$ cat src/rrbc_pkg.sv
`default_nettype none

package rrbc_pkg;

    // relay set and limit coding
    localparam int NUM_RELAYS       = 4;
    localparam int RIDX_W           = (NUM_RELAYS > 1) ? $clog2(NUM_RELAYS) : 1;
    localparam int UNLIMITED_CODE   = 255;
    localparam int SUPPRESSED_RELAY = 1;
    localparam int DUE_W            = 4;

    // field widths
    localparam int OP_W      = 2;
    localparam int RELAY_W   = 4;
    localparam int LIMIT_W   = 8;
    localparam int COUNT_W   = 8;
    localparam int BACKOFF_W = 16;

    localparam logic [BACKOFF_W-1:0] BACKOFF_RESET = BACKOFF_W'(100);

    // operation codes
    localparam logic [OP_W-1:0] OP_RETRY     = 2'd0;
    localparam logic [OP_W-1:0] OP_SET_LIMIT = 2'd1;
    localparam logic [OP_W-1:0] OP_FAIL_FAST = 2'd2;
    localparam logic [OP_W-1:0] OP_TICK      = 2'd3;

    typedef struct packed {
        logic [OP_W-1:0]    operation;
        logic [RELAY_W-1:0] relay_index;
        logic [LIMIT_W-1:0] retry_limit;
    } req_t;

    typedef struct packed {
        logic               status;
        logic               retry_scheduled;
        logic               relay_error;
        logic [RELAY_W-1:0] error_relay;
        logic [DUE_W-1:0]   retry_due_mask;
    } res_t;

    // controller to datapath commands
    typedef struct packed {
        logic load;
        logic exec;
    } cmd_t;

    typedef enum logic {
        ST_IDLE,
        ST_EXEC
    } state_t;

endpackage

`default_nettype wire

$ cat src/rrbc_ctrl.sv
`default_nettype none

module rrbc_ctrl (
    input  wire logic          clk,
    input  wire logic          rst_n,
    input  wire logic          start,
    output rrbc_pkg::cmd_t     cmd,
    output logic               busy,
    output logic               done
);

    rrbc_pkg::state_t state_reg;
    rrbc_pkg::state_t state_next;
    logic             done_reg;
    logic             done_next;

    // next state
    always_comb
    begin
        state_next = state_reg;
        unique case (state_reg)
            rrbc_pkg::ST_IDLE:
            begin
                if (start)
                begin
                    state_next = rrbc_pkg::ST_EXEC;
                end
            end
            rrbc_pkg::ST_EXEC:
            begin
                state_next = rrbc_pkg::ST_IDLE;
            end
            default:
            begin
                state_next = rrbc_pkg::ST_IDLE;
            end
        endcase
    end

    // outputs
    always_comb
    begin
        cmd.load  = 1'b0;
        cmd.exec  = 1'b0;
        busy      = 1'b0;
        done_next = 1'b0;
        unique case (state_reg)
            rrbc_pkg::ST_IDLE:
            begin
                cmd.load = start;
            end
            rrbc_pkg::ST_EXEC:
            begin
                cmd.exec  = 1'b1;
                busy      = 1'b1;
                done_next = 1'b1;
            end
            default:
            begin
                cmd.load = 1'b0;
            end
        endcase
    end

    // state and result strobe
    always_ff @(posedge clk or negedge rst_n)
    begin
        if (!rst_n)
        begin
            state_reg <= rrbc_pkg::ST_IDLE;
            done_reg  <= 1'b0;
        end
        else
        begin
            state_reg <= state_next;
            done_reg  <= done_next;
        end
    end

    assign done = done_reg;

endmodule

`default_nettype wire

$ cat src/rrbc_datapath.sv
`default_nettype none

module rrbc_datapath (
    input  wire logic                             clk,
    input  wire logic                             rst_n,
    input  wire rrbc_pkg::cmd_t                   cmd,
    input  wire rrbc_pkg::req_t                   request,
    input  wire logic                             cfg_we,
    input  wire logic [rrbc_pkg::BACKOFF_W-1:0]   cfg_wdata,
    output rrbc_pkg::res_t                        result
);

    rrbc_pkg::req_t                      req_reg;
    rrbc_pkg::res_t                      result_reg;
    rrbc_pkg::res_t                      result_next;
    logic [rrbc_pkg::BACKOFF_W-1:0]      backoff_reg;
    logic [rrbc_pkg::LIMIT_W-1:0]        limit_reg;
    logic [rrbc_pkg::LIMIT_W-1:0]        limit_next;
    logic [rrbc_pkg::COUNT_W-1:0]        count_reg [rrbc_pkg::NUM_RELAYS];
    logic [rrbc_pkg::COUNT_W-1:0]        count_next [rrbc_pkg::NUM_RELAYS];
    logic [rrbc_pkg::BACKOFF_W-1:0]      left_reg [rrbc_pkg::NUM_RELAYS];
    logic [rrbc_pkg::BACKOFF_W-1:0]      left_next [rrbc_pkg::NUM_RELAYS];
    logic [rrbc_pkg::NUM_RELAYS-1:0]     running_reg;
    logic [rrbc_pkg::NUM_RELAYS-1:0]     running_next;
    logic [rrbc_pkg::NUM_RELAYS-1:0]     expire;
    logic [rrbc_pkg::RIDX_W-1:0]         sel;
    logic                                relay_ok;
    logic                                unlimited;
    logic                                exhausted;
    logic                                suppressed;

    // decode of the held request
    assign sel        = req_reg.relay_index[rrbc_pkg::RIDX_W-1:0];
    assign relay_ok   = {1'b0, req_reg.relay_index}
                        < (rrbc_pkg::RELAY_W+1)'(rrbc_pkg::NUM_RELAYS);
    assign unlimited  = limit_reg == rrbc_pkg::LIMIT_W'(rrbc_pkg::UNLIMITED_CODE);
    assign exhausted  = !unlimited && (count_reg[sel] >= limit_reg);
    assign suppressed = req_reg.relay_index
                        == rrbc_pkg::RELAY_W'(rrbc_pkg::SUPPRESSED_RELAY);

    // operation execution
    always_comb
    begin
        limit_next   = limit_reg;
        count_next   = count_reg;
        left_next    = left_reg;
        running_next = running_reg;
        expire       = '0;
        result_next  = '0;
        unique case (req_reg.operation)
            rrbc_pkg::OP_RETRY:
            begin
                if (!relay_ok)
                begin
                    result_next.status = 1'b1;
                end
                else if (exhausted)
                begin
                    if (!suppressed)
                    begin
                        result_next.relay_error = 1'b1;
                        result_next.error_relay = req_reg.relay_index;
                    end
                end
                else
                begin
                    if (!unlimited)
                    begin
                        count_next[sel] = rrbc_pkg::COUNT_W'(count_reg[sel] + 1'b1);
                    end
                    left_next[sel]              = backoff_reg;
                    running_next[sel]           = 1'b1;
                    result_next.retry_scheduled = 1'b1;
                end
            end
            rrbc_pkg::OP_SET_LIMIT:
            begin
                if ({1'b0, req_reg.retry_limit}
                    > (rrbc_pkg::LIMIT_W+1)'(rrbc_pkg::UNLIMITED_CODE))
                begin
                    result_next.status = 1'b1;
                end
                else
                begin
                    limit_next   = req_reg.retry_limit;
                    running_next = '0;
                    for (int i = 0; i < rrbc_pkg::NUM_RELAYS; i++)
                    begin
                        count_next[i] = '0;
                        left_next[i]  = '0;
                    end
                end
            end
            rrbc_pkg::OP_FAIL_FAST:
            begin
                limit_next   = '0;
                running_next = '0;
                for (int i = 0; i < rrbc_pkg::NUM_RELAYS; i++)
                begin
                    left_next[i] = '0;
                end
            end
            rrbc_pkg::OP_TICK:
            begin
                // every running timer counts down, expired ones stop
                for (int i = 0; i < rrbc_pkg::NUM_RELAYS; i++)
                begin
                    if (running_reg[i])
                    begin
                        if (left_reg[i] <= rrbc_pkg::BACKOFF_W'(1))
                        begin
                            left_next[i]    = '0;
                            running_next[i] = 1'b0;
                            expire[i]       = 1'b1;
                        end
                        else
                        begin
                            left_next[i] = rrbc_pkg::BACKOFF_W'(left_reg[i] - 1'b1);
                        end
                    end
                end
                result_next.retry_due_mask = rrbc_pkg::DUE_W'(expire);
            end
            default:
            begin
                result_next = '0;
            end
        endcase
    end

    // relay state and backoff register
    always_ff @(posedge clk or negedge rst_n)
    begin
        if (!rst_n)
        begin
            backoff_reg <= rrbc_pkg::BACKOFF_RESET;
            limit_reg   <= '0;
            running_reg <= '0;
            for (int i = 0; i < rrbc_pkg::NUM_RELAYS; i++)
            begin
                count_reg[i] <= '0;
                left_reg[i]  <= '0;
            end
        end
        else
        begin
            if (cfg_we)
            begin
                backoff_reg <= cfg_wdata;
            end
            if (cmd.exec)
            begin
                limit_reg   <= limit_next;
                running_reg <= running_next;
                count_reg   <= count_next;
                left_reg    <= left_next;
            end
        end
    end

    // request capture and result register
    always_ff @(posedge clk)
    begin
        if (cmd.load)
        begin
            req_reg <= request;
        end
        if (cmd.exec)
        begin
            result_reg <= result_next;
        end
    end

    assign result = result_reg;

endmodule

`default_nettype wire

$ cat src/relay_retry_backoff_controller.sv
`default_nettype none

// A request is taken on a clock edge with start high and busy low; the block
// then stays busy while it updates the per-relay counts and timers, and the
// result appears with done high for exactly one cycle in the cycle after
// that. Start is ignored while busy, so a new request waits for busy low. The
// receiver cannot stall: result must be captured while done is high. Every
// request, ticks included, gives exactly one result. cfg_we/cfg_wdata load
// the backoff delay (reset value 100 ticks) and should only be used while
// no request is in flight.
module relay_retry_backoff_controller (
    input  wire logic                            clk,
    input  wire logic                            rst_n,
    input  wire logic                            start,
    input  wire rrbc_pkg::req_t                  request,
    output logic                                 busy,
    output logic                                 done,
    output rrbc_pkg::res_t                       result,
    input  wire logic                            cfg_we,
    input  wire logic [rrbc_pkg::BACKOFF_W-1:0]  cfg_wdata
);

    rrbc_pkg::cmd_t cmd;

    // sequencing
    rrbc_ctrl u_ctrl (
        .clk   (clk),
        .rst_n (rst_n),
        .start (start),
        .cmd   (cmd),
        .busy  (busy),
        .done  (done)
    );

    // relay state and result
    rrbc_datapath u_datapath (
        .clk       (clk),
        .rst_n     (rst_n),
        .cmd       (cmd),
        .request   (request),
        .cfg_we    (cfg_we),
        .cfg_wdata (cfg_wdata),
        .result    (result)
    );

    // accepted request always goes busy next cycle
    a_accept_busy: assert property (@(posedge clk) disable iff (!rst_n)
        cmd.load |=> busy)
        else $error("accepted request did not start execution");

    // every execute cycle is followed by exactly one result strobe
    a_exec_done: assert property (@(posedge clk) disable iff (!rst_n)
        cmd.exec |=> (done && !busy))
        else $error("execution not followed by a result");

    // a strobe only follows an execute cycle
    a_done_source: assert property (@(posedge clk) disable iff (!rst_n)
        done |-> $past(cmd.exec))
        else $error("result strobe without execution");

    // an error never comes with a schedule or a status flag and never names the suppressed relay
    a_error_shape: assert property (@(posedge clk) disable iff (!rst_n)
        (done && result.relay_error) |->
        (!result.retry_scheduled && !result.status
         && result.error_relay != rrbc_pkg::RELAY_W'(rrbc_pkg::SUPPRESSED_RELAY)))
        else $error("malformed relay error result");

endmodule

`default_nettype wire
$ cat config.mk
export PLATFORM = sky130hd
export DESIGN_NAME = relay_retry_backoff_controller
export DESIGN_NICKNAME = d
export VERILOG_FILES = /design/src/rrbc_pkg.sv /design/src/rrbc_ctrl.sv /design/src/rrbc_datapath.sv /design/src/relay_retry_backoff_controller.sv
export SDC_FILE = /design/constraint.sdc
export NUM_CORES = 1
export LEC_CHECK = 0
export BUFFER_PORTS_ARGS = -buffer_cell sky130_fd_sc_hd__buf_2
export CORE_MARGIN = 3
export CORE_UTILIZATION = 30
export CTS_BUF_LIST = sky130_fd_sc_hd__clkbuf_4 sky130_fd_sc_hd__clkbuf_8 sky130_fd_sc_hd__clkbuf_16
export CTS_CLUSTER_SIZE = 8
export DETAILED_ROUTE_END_ITERATION = 7
export HOLD_SLACK_MARGIN = 0.12
export PLACE_DENSITY = 0.55
export RECOVER_POWER = 25
export SYNTH_ARGS = -nofsm -noshare
export SYNTH_HDL_FRONTEND = slang
export SYNTH_SLANG_ARGS = --single-unit
$ cat constraint.sdc
create_clock -name clk -period 2.9 [get_ports clk]
set_input_delay 0.58 -clock clk [delete_from_list [all_inputs] [get_ports clk]]
set_output_delay 0.58 -clock clk [all_outputs]
set_load 0.01 [all_outputs]
==> impl_results.md <==
* Critical Path Source Type: flop
* Detail Route Antenna Nets at 0
* Cts hold-fix bufs at 0
* Area Overhead vs Synth at 25.2%
* Yosys top cell by area: dfrtp_1
* # clock sinks at 151
* Yosys top cell area share at 36.8%
* CTS tree: done
* CP Cell Sequence: buf_6 > buf_12 > mux4_2 > ha_4 > a21oi_1 > o21a_1 > nor2_1 > o31a_1 > clkbuf_4 > o31ai_1 > o21ai_1
* Hold Violations, Final at 0
* Total Nets Final at 1005
* WP data arrival at 3370 ps
* Relative slew margins at 13.0%
* Root Buffer: clkbuf_16
* Main synth FF type: dfrtp_1
* Final WL at 25.6 mm
* Antenna Cells at 0
* Routability congestion estimate at 0.904
* # IOs at 47
* Worst clock skew at 8.72 ps
* Placed cell count at 1299
* H-Tree Level Count at 4
* Vias in the first global route at 7210
* Largest net degree at the start of global routing at 51
* Worst Tran Pin Value at 1310 ps
* I/O Buffers at 46
* Die Ht at 173 um
* DRC at 0
* Ys Warns at 0
* Post-synth ARST share at 83.4%
* Top delay family on crit path: compound AO/OA/AOI/OAI gates
* Core ar. at 27200 um2
* DRT Pass-1 Iters at 5
* Sequential fraction of the synthesis area at 46.7%
* Initial drt markers at 668
* Vias at 7372
* Via/cell ratio at 5.52
* Setup TNS at -7460 ps
* WL per Instance at 19.2 um
* Slowest stage delay, CP at 540 ps
* Overall routing resource usage at 17.0%
* Max Cap Violations at 0
* Initial Utilization at 30.8%
* Status: complete, but fails checks
* Row count at 60
* Post-synth EDFFs at 25
* Final min period at 3060 ps
* Final instance area at 10500 um2
* Crit path required time at 3220 ps
* Clock Latency Late Sink at 440 ps
* Leakage at 4.21 nW
* Synthesized instance count at 868
* Num CTS Buffers at 17
* Cell Area, Synth at 8370 um2
* First-pass GRT wire length at 40.5 mm
* Die Width at 173 um
* Die Area at 29900 um2
* Initial antenna violation count at 0
* Tot Pwr at 7.62 mW
* Failing checks: negative setup slack
* Clock slew at reported path FFs at 70 ps
* Critical path capture point type: flop
* Placed inst area at 9390 um2
* Setup-failing EPs final at 80
* Unique masters post-synth at 69
* Slew Limit Fails at 0
* VDD IR-drop max at 417 uV
* Top cells by area, synth: dfrtp_1 (37%), edfxtp_1 (9.0%), o21ai_0 (4.3%), nor2_1 (4.2%), o31ai_1 (3.8%)
* Min-Delay Path Class: in -> reg
* Worst setup margin at -156 ps
* Crit path max fanout at 7
* Total congestion overflow at 0
* Final cell count without fillers at 1335
* Max clock buf depth at 2
* Max Freq at 327 MHz
* Seq cells post-synth at 151
* P per Cell Area at 727 nW/um2
* CP bufs+invs at 3
* Layout cell share with drive strength beyond 1 at 26.8%
* WS Path Type: reg -> reg
* Fin crit share at 105%
* Avg Cell Area, Syn at 9.64 um2
* Detailed placement HPWL at 17.6 mm
* RSZ-0062 raised after global routing: yes
* Max reg flops at 64
* Slowest-stage cell, CP: mux4_2
stage by stage:
stage / setup slack, ps / hold slack, ps / utilization, %
finish: -156 / 313 / 38.5
floorplan: -40.2 / 284 / -
global route: -300 / 300 / 38.5
global placement: -135 / 486 / 34.5
detailed placement: -178 / 483 / 34.5
CTS: -92.5 / 184 / 37.5
Yosys cell counts, drive strengths merged, types with 11 or more instances:
cell,number
dfrtp,123
o21ai,99
nor2,94
a21oi,55
nand2,43
o31ai,43
clkbuf,38
nor3,38
inv,27
edfxtp,25
a31oi,23
ha,21
a22o,18
mux2,18
nor3b,17
buf,14
nand2b,13
nor4,13
a32oi,11
o22ai,11
timing repair:
item,in CTS,in global routing
endpoints found under the hold margin,0,0
endpoints found under the setup margin,83,98
buffers inserted,2,1
cloned,0,3
resized for setup,71,62
pin swaps,4,16
kinds of logic after synthesis:
kind of cell	after synthesis	synth area share [%]
AO/OA/AOI/OAI	305	23.8
other	1	0.0448
AND/OR/NAND/NOR	279	16.8
multiplexers	26	4.58
adder cells (fa/ha/maj)	21	3.14
flip-flops	151	46.7
XOR/XNOR	6	0.628
buffers and inverters	79	4.28
area by class of cell:
cell class                 count  area, um2
fill                        2756      16700
multi-input combinational    640       4580
sequential                   151       3910
timing repair buffer         113        837
tap                          372        465
clock buffer                  17        425
clock inverter                15        158
inverter                      27        101
power breakdown:
| part | switching [mW] | internal (mW) | total [mW] | leakage [nW] |
|---|---|---|---|---|
| Sequential | 0.347 | 2.47 | 2.81 | 1.91 |
| Clock | 1.01 | 1.22 | 2.23 | 0.289 |
| Combinational | 1.56 | 1.01 | 2.57 | 2.01 |
| Total | 2.92 | 4.69 | 7.62 | 4.21 |
worst paths after layout:
kind	start	endpoint	slack [ps]	depth (start not counted)
worst min-delay path	request[10]	u_datapath.req_reg[10]	310	1
worst max-delay path	u_datapath.req_reg[8]	u_datapath.left_reg[43]	-160	11
worst min register to register	u_datapath.count_reg[2]	u_datapath.count_reg[2]	500	1
min in group asynchronous	rst_n	u_datapath.left_reg[46]	410	1
worst max register to register	u_datapath.req_reg[8]	u_datapath.left_reg[43]	-160	11
max in group asynchronous	rst_n	u_datapath.left_reg[2]	1530	2
metal layers:
layer | routed length (um) | GRT usage [%] | up-vias
li1 | - | - | 3435
met2 | 12000 | 27.0 | 219
met4 | 753 | 6.86 | 0
met1 | 11600 | 22.9 | 3671
met3 | 1310 | 3.14 | 47
met5 | 0 | 0 | -
placed cells by master (no fill, tap or decap), types with 9 or more instances in the layout:
master | netlist | layout
a21oi_1 | 55 | 53
a22o_1 | 18 | 18
a31oi_1 | 23 | 23
a32oi_1 | 11 | 11
and2_1 | 10 | 10
buf_2 | 9 | 45
buf_4 | 3 | 49
buf_6 | 2 | 10
clkbuf_16 | 0 | 17
dfrtp_1 | 123 | 123
edfxtp_1 | 25 | 25
ha_1 | 21 | 15
inv_1 | 27 | 26
inv_6 | 0 | 9
mux2_2 | 18 | 16
nand2_1 | 43 | 42
nand2b_1 | 12 | 12
nor2_1 | 94 | 90
nor3_1 | 37 | 35
nor3b_1 | 17 | 17
nor4_1 | 13 | 13
o21ai_0 | 72 | 31
o21ai_1 | 26 | 50
o21ai_2 | 1 | 17
o22ai_1 | 11 | 11
o31ai_1 | 42 | 17
o31ai_2 | 0 | 14
o31ai_4 | 1 | 12
Note: power is estimated with default switching activity, not from simulation.
